File: config.mk
export PLATFORM = sky130hd
export DESIGN_NAME = cbrns_dist
export DESIGN_NICKNAME = d
export VERILOG_FILES = /design/src/hw/rtl/cbrns_pkg.sv /design/src/hw/rtl/cbrns_dist.sv
export SDC_FILE = /design/constraint.sdc
export NUM_CORES = 1
export LEC_CHECK = 0
export ABC_AREA = 1
export BUFFER_PORTS_ARGS = -buffer_cell sky130_fd_sc_hd__buf_2
export CORE_AREA = 2 2 166 168
export CTS_BUF_LIST = sky130_fd_sc_hd__clkbuf_4 sky130_fd_sc_hd__clkbuf_8
export CTS_CLUSTER_DIAMETER = 60
export DETAILED_ROUTE_END_ITERATION = 16
export DIE_AREA = 0 0 168 170
export PLACE_DENSITY_LB_ADDON = 0.05
export SLEW_MARGIN = 20
export SYNTH_ARGS = -nofsm -noshare
export SYNTH_HDL_FRONTEND = slang
export SYNTH_SLANG_ARGS = --single-unit
File: constraint.sdc
create_clock -name clk -period 16.2 [get_ports clk]
set_input_delay 4.86 -clock clk [delete_from_list [all_inputs] [get_ports clk]]
set_output_delay 4.86 -clock clk [all_outputs]
set_load 0.01 [all_outputs]
File: src/hw/rtl/cbrns_pkg.sv
// shared constants and action codes for the cross-body radius neighbour search
package cbrns_pkg;

  localparam int DEF_MAX_BODIES  = 64;
  localparam int DEF_MAX_SAMPLES = 16;
  localparam int DEF_MAX_POINTS  = 256;

  localparam int COORD_W      = 16;
  localparam int DELTA_W      = 17;
  localparam int SQ_W         = 32;
  localparam int D2_W         = 34;
  localparam int RADIUS_W     = 36;
  localparam int ACTION_W     = 2;
  localparam int OUT_BODY_W   = 6;
  localparam int OUT_SAMPLE_W = 4;

  typedef enum logic [ACTION_W-1:0] {
    ACT_CLEAR = 2'd0,
    ACT_LOAD  = 2'd1,
    ACT_FETCH = 2'd2,
    ACT_NONE  = 2'd3
  } action_t;

endpackage

File: src/hw/rtl/cbrns_dist.sv
// squared distance unit: one squaring multiplier shared over the three axes
module cbrns_dist (
  input  logic                                clk,
  input  logic                                rst_n,
  input  logic                                start,
  input  logic signed [cbrns_pkg::DELTA_W-1:0] dx,
  input  logic signed [cbrns_pkg::DELTA_W-1:0] dy,
  input  logic signed [cbrns_pkg::DELTA_W-1:0] dz,
  output logic                                done,
  output logic [cbrns_pkg::D2_W-1:0]          d2
);
  import cbrns_pkg::*;

  logic                       busy_r, busy_nxt;
  logic [1:0]                 step_r, step_nxt;
  logic                       done_r, done_nxt;
  logic [SQ_W-1:0]            prod_r, prod_nxt;
  logic [D2_W-1:0]            acc_r, acc_nxt;
  logic signed [DELTA_W-1:0]  op;
  logic signed [2*DELTA_W-1:0] sq;

  always_comb begin
    case (step_r)
      2'd0:    op = dx;
      2'd1:    op = dy;
      default: op = dz;
    endcase
  end

  assign sq = op * op;

  always_comb begin
    busy_nxt = busy_r;
    step_nxt = step_r;
    done_nxt = 1'b0;
    prod_nxt = prod_r;
    acc_nxt  = acc_r;
    if (start) begin
      busy_nxt = 1'b1;
      step_nxt = 2'd0;
      acc_nxt  = '0;
    end else if (busy_r) begin
      // square of one axis per step, added one step later
      prod_nxt = sq[SQ_W-1:0];
      if (step_r != 2'd0) begin
        acc_nxt = acc_r + {{(D2_W-SQ_W){1'b0}}, prod_r};
      end
      if (step_r == 2'd3) begin
        busy_nxt = 1'b0;
        done_nxt = 1'b1;
      end else begin
        step_nxt = step_r + 2'd1;
      end
    end
  end

  always_ff @(posedge clk) begin
    if (!rst_n) begin
      busy_r <= 1'b0;
      step_r <= 2'd0;
      done_r <= 1'b0;
    end else begin
      busy_r <= busy_nxt;
      step_r <= step_nxt;
      done_r <= done_nxt;
    end
  end

  always_ff @(posedge clk) begin
    prod_r <= prod_nxt;
    acc_r  <= acc_nxt;
  end

  assign done = done_r;
  assign d2   = acc_r;

endmodule

==> impl_results.rst <==
.. list-table::
   :header-rows: 1

   * - Metric
     - Value
   * - Residual DRC count
     - 0
   * - Outcome
     - finished clean
   * - Number of diodes added for antenna fixing
     - 0
   * - Vias
     - 12,220
   * - Vias per inst
     - 5.077
   * - Share of async-settable or async-resettable flops after synthesis
     - 0
   * - Hold buffer count at cts
     - 0
   * - Hold crit path type
     - register to register
   * - Post-Synthesis Net Count
     - 2,418
   * - Detailed-router iteration count before antenna repair
     - 5
   * - Most used standard cell by instance count after synthesis
     - inv_1
   * - Critical path's slowest cell
     - fa_1
   * - CTS resizes
     - 0
   * - Largest incremental delay on the critical path
     - 0.72 ns
   * - Final clock skew
     - 0.01751 ns
   * - Top cells by instance count after synthesis
     - 546 x inv_1, 471 x nand2_1, 258 x fa_1, 146 x nor2_1, 114 x ha_1
   * - Sequential area share after synthesis
     - 0.1124
   * - Overall track demand over capacity in global routing
     - 0.2743
   * - Area used by sequential logic in the layout
     - 0.001692 mm²
   * - Yosys top cell by area
     - fa_1
   * - Met2 Resource Use GR
     - 0.4833
   * - Critical Path Sink Type
     - register
   * - Worst path bufs/invs
     - 5
   * - First-pass GRT wire length
     - 62.35 mm
   * - Ys Warns
     - 0
   * - Slew of the pin with the lowest slew margin
     - 0.6808 ns
   * - DRT iter0 DRCs
     - 834
   * - Relative max-transition margin
     - 0.5451
   * - Average wire length per cell after detail routing
     - 15.12 µm
   * - Number of hold-slack violations in the final timing report
     - 0
   * - Most used flip-flop cell after synthesis
     - dfxtp_1
   * - Cell type with the highest occurrence count on the critical path
     - fa_1
   * - EDFF count, synth
     - 31
   * - Die Ht
     - 170 µm
   * - Period Utilization, post-route
     - 0.6639
   * - Buffers inserted by post-CTS timing repair
     - 0
   * - Die span in x
     - 168 µm
   * - Most congested layer reported by global routing
     - met2
   * - Worst-path cell chain
     - buf_2 > a22o_1 > a21oi_2 > inv_2 > nand2_1 > inv_1 > fa_1 > fa_1 > inv_1 > fa_1 > fa_1 > fa_1 > fa_1 > inv_1 > ha_1 > nand2_1 > nor2_1 > nand4_1 > or2_1 > nand3_1 > xor2_1
   * - Average size of a mapped cell
     - 7.553 µm²
   * - Largest net degree at the start of global routing
     - 59
   * - RePlAce Congestion
     - 1.013
   * - Post-Route WL
     - 36.38 mm
   * - Reg2Reg Setup Slack
     - 8.99 ns
   * - Number of global-route vias before repair
     - 12,700
   * - Setup_tns
     - 0 ns
   * - Post-synth top area share
     - 0.3433
   * - Number of antenna violations at the first check in global routing
     - 0
   * - Clock insertion delay at the later pin of the skew report
     - 0.36 ns
   * - Root Driver
     - clkbuf_8
   * - Fraction of layout instances using a drive strength above 1
     - 0.07651
   * - Number of distinct library cell variants in the gate-level netlist after synthesis
     - 39
   * - Syn-to-layout area delta
     - 6.262%
   * - Shortest clock period the worst path allows after layout
     - 10.75 ns
   * - Worst endpoint data arrival time
     - 10.86 ns
   * - CP Launch Type
     - primary input
   * - Req. time, crit path
     - 16.31 ns
   * - Met3 Usage GRT
     - 0.02442
   * - Count of mapped cells out of synthesis
     - 1,992
   * - Number of port buffers
     - 88
   * - Number of synthesized register bits
     - 69
   * - Antenna-violating nets left
     - 0
   * - Max clock buf depth
     - 2
   * - Setup violation total in the final timing report
     - 0
   * - Cell area after technology mapping
     - 0.01505 mm²
   * - Number of nets in the finished design
     - 2,486
   * - Met1 routing resource usage after global routing
     - 0.3616
   * - I/O pins
     - 89
   * - Worst-path fanout max
     - 17
   * - Clock net sink count
     - 69
   * - HPWL after DPL
     - 31.58 mm
   * - Max Cap Viol
     - 0
   * - Initial cell density of the core
     - 0.5646
   * - Category of the most critical setup path
     - primary input to register
   * - CTS Buf Count
     - 9
   * - H-tree Lvls
     - 3
   * - Pins over their slew limit
     - 0
   * - Gate family responsible for the most delay along the worst path
     - adder cells
   * - Setup repair after global routing missed its margin
     - false
   * - DIE AREA
     - 0.02856 mm²
   * - # fillers
     - 2,534
   * - Clock Pin Slew Worst Setup and Hold Paths
     - 0.08 ns
   * - Area inside the core boundary
     - 0.02665 mm²
   * - TritonCTS clock tree
     - done
   * - Max Clk Rate
     - 0.09298 GHz
   * - Final global-route overflow total
     - 0
   * - Multi-input logic area
     - 0.01105 mm²
   * - Cell row count
     - 60
   * - Cell types occupying the most area after synthesis
     - fa_1 34%, inv_1 14%, nand2_1 12%, ha_1 9.5%, edfxtp_1 6.2%
==> worst min-delay path, stage by stage, from the launching register on <==
cell     delay, ns
dfxtp_1       0.32
nand2_1       0.05
nor2_1        0.04
==> kinds of logic (layout without fill, tap and decap cells) <==
| group | count (synthesis) | in the layout | synth area share |
|---|---|---|---|
| AO/OA/AOI/OAI | 154 | 154 | 0.06170 |
| XOR/XNOR | 49 | 49 | 0.02852 |
| adder cells (fa/ha/maj) | 372 | 372 | 0.4381 |
| buffers and inverters | 596 | 669 | 0.1538 |
| flip-flops | 69 | 69 | 0.1124 |
| multiplexers | 1 | 1 | 0.0007484 |
| AND/OR/NAND/NOR | 751 | 751 | 0.2047 |
==> final timing paths <==
kind	from	endpoint	depth (start not counted)
worst min register to register	busy_r	done	2
worst min-delay path	busy_r	done	2
worst max register to register	step_r[0]	prod_r[27]	23
worst max-delay path	dy[5]	prod_r[27]	21
==> flip-flops by register name, summed over array words and instances, names as in the netlist <==
register	flops
prod_r	31
busy_r	1
done	1
d2	34
step_r	2
==> final cells by class <==
class | count | share of cell area
Multi-Input combinational cell | 1327 | 0.6910
Inverter | 561 | 0.1317
Sequential cell | 69 | 0.1058
Timing Repair Buffer | 92 | 0.02943
Tap cell | 341 | 0.02669
Clock buffer | 9 | 0.007748
Clock inverter | 7 | 0.007591
==> metrics by stage <==
step	std cells	util	hold slack (ns)	instance area [µm²]	worst slack, ns
after CTS	2406	0.5999	0.4480	15990	5.502
after global placement	2390	0.5907	0.4307	15740	5.177
after floorplan	1992	-	0.4148	15050	5.945
final	2406	0.5999	0.4449	15990	5.445
after global routing	2406	0.5999	0.4704	15990	5.182
after detailed placement	2390	0.5907	0.4291	15740	5.089
==> cells in the final DEF, fill, tap and decap left out, types with 5 or more instances in the layout <==
master,netlist,final
xnor2_1,15,15
ha_1,114,114
buf_2,19,88
nand2_2,5,5
nor2_2,9,9
nor3_1,9,9
inv_2,15,15
dfxtp_1,38,38
nand2_1,471,471
a21oi_1,64,64
fa_1,258,258
a22o_1,14,14
clkbuf_8,0,9
o211ai_1,5,5
nand3_1,83,83
inv_1,546,546
a21oi_2,11,11
o21ai_0,36,36
nor2_1,146,145
nand4_1,13,13
o21bai_1,11,11
edfxtp_1,31,31
xor2_1,34,34
==> metal layers <==
layer	wire length, µm	vias up	part of all wire
met2	17450	328	0.48
met5	0	-	0
li1	-	6013	-
met3	1494	69	0.041
met4	962	0	0.026
met1	16470	5805	0.45
Power is left out: the tool's default activity adds up to more than one toggle a clock period on the data nets, which glitch-free logic cannot reach.
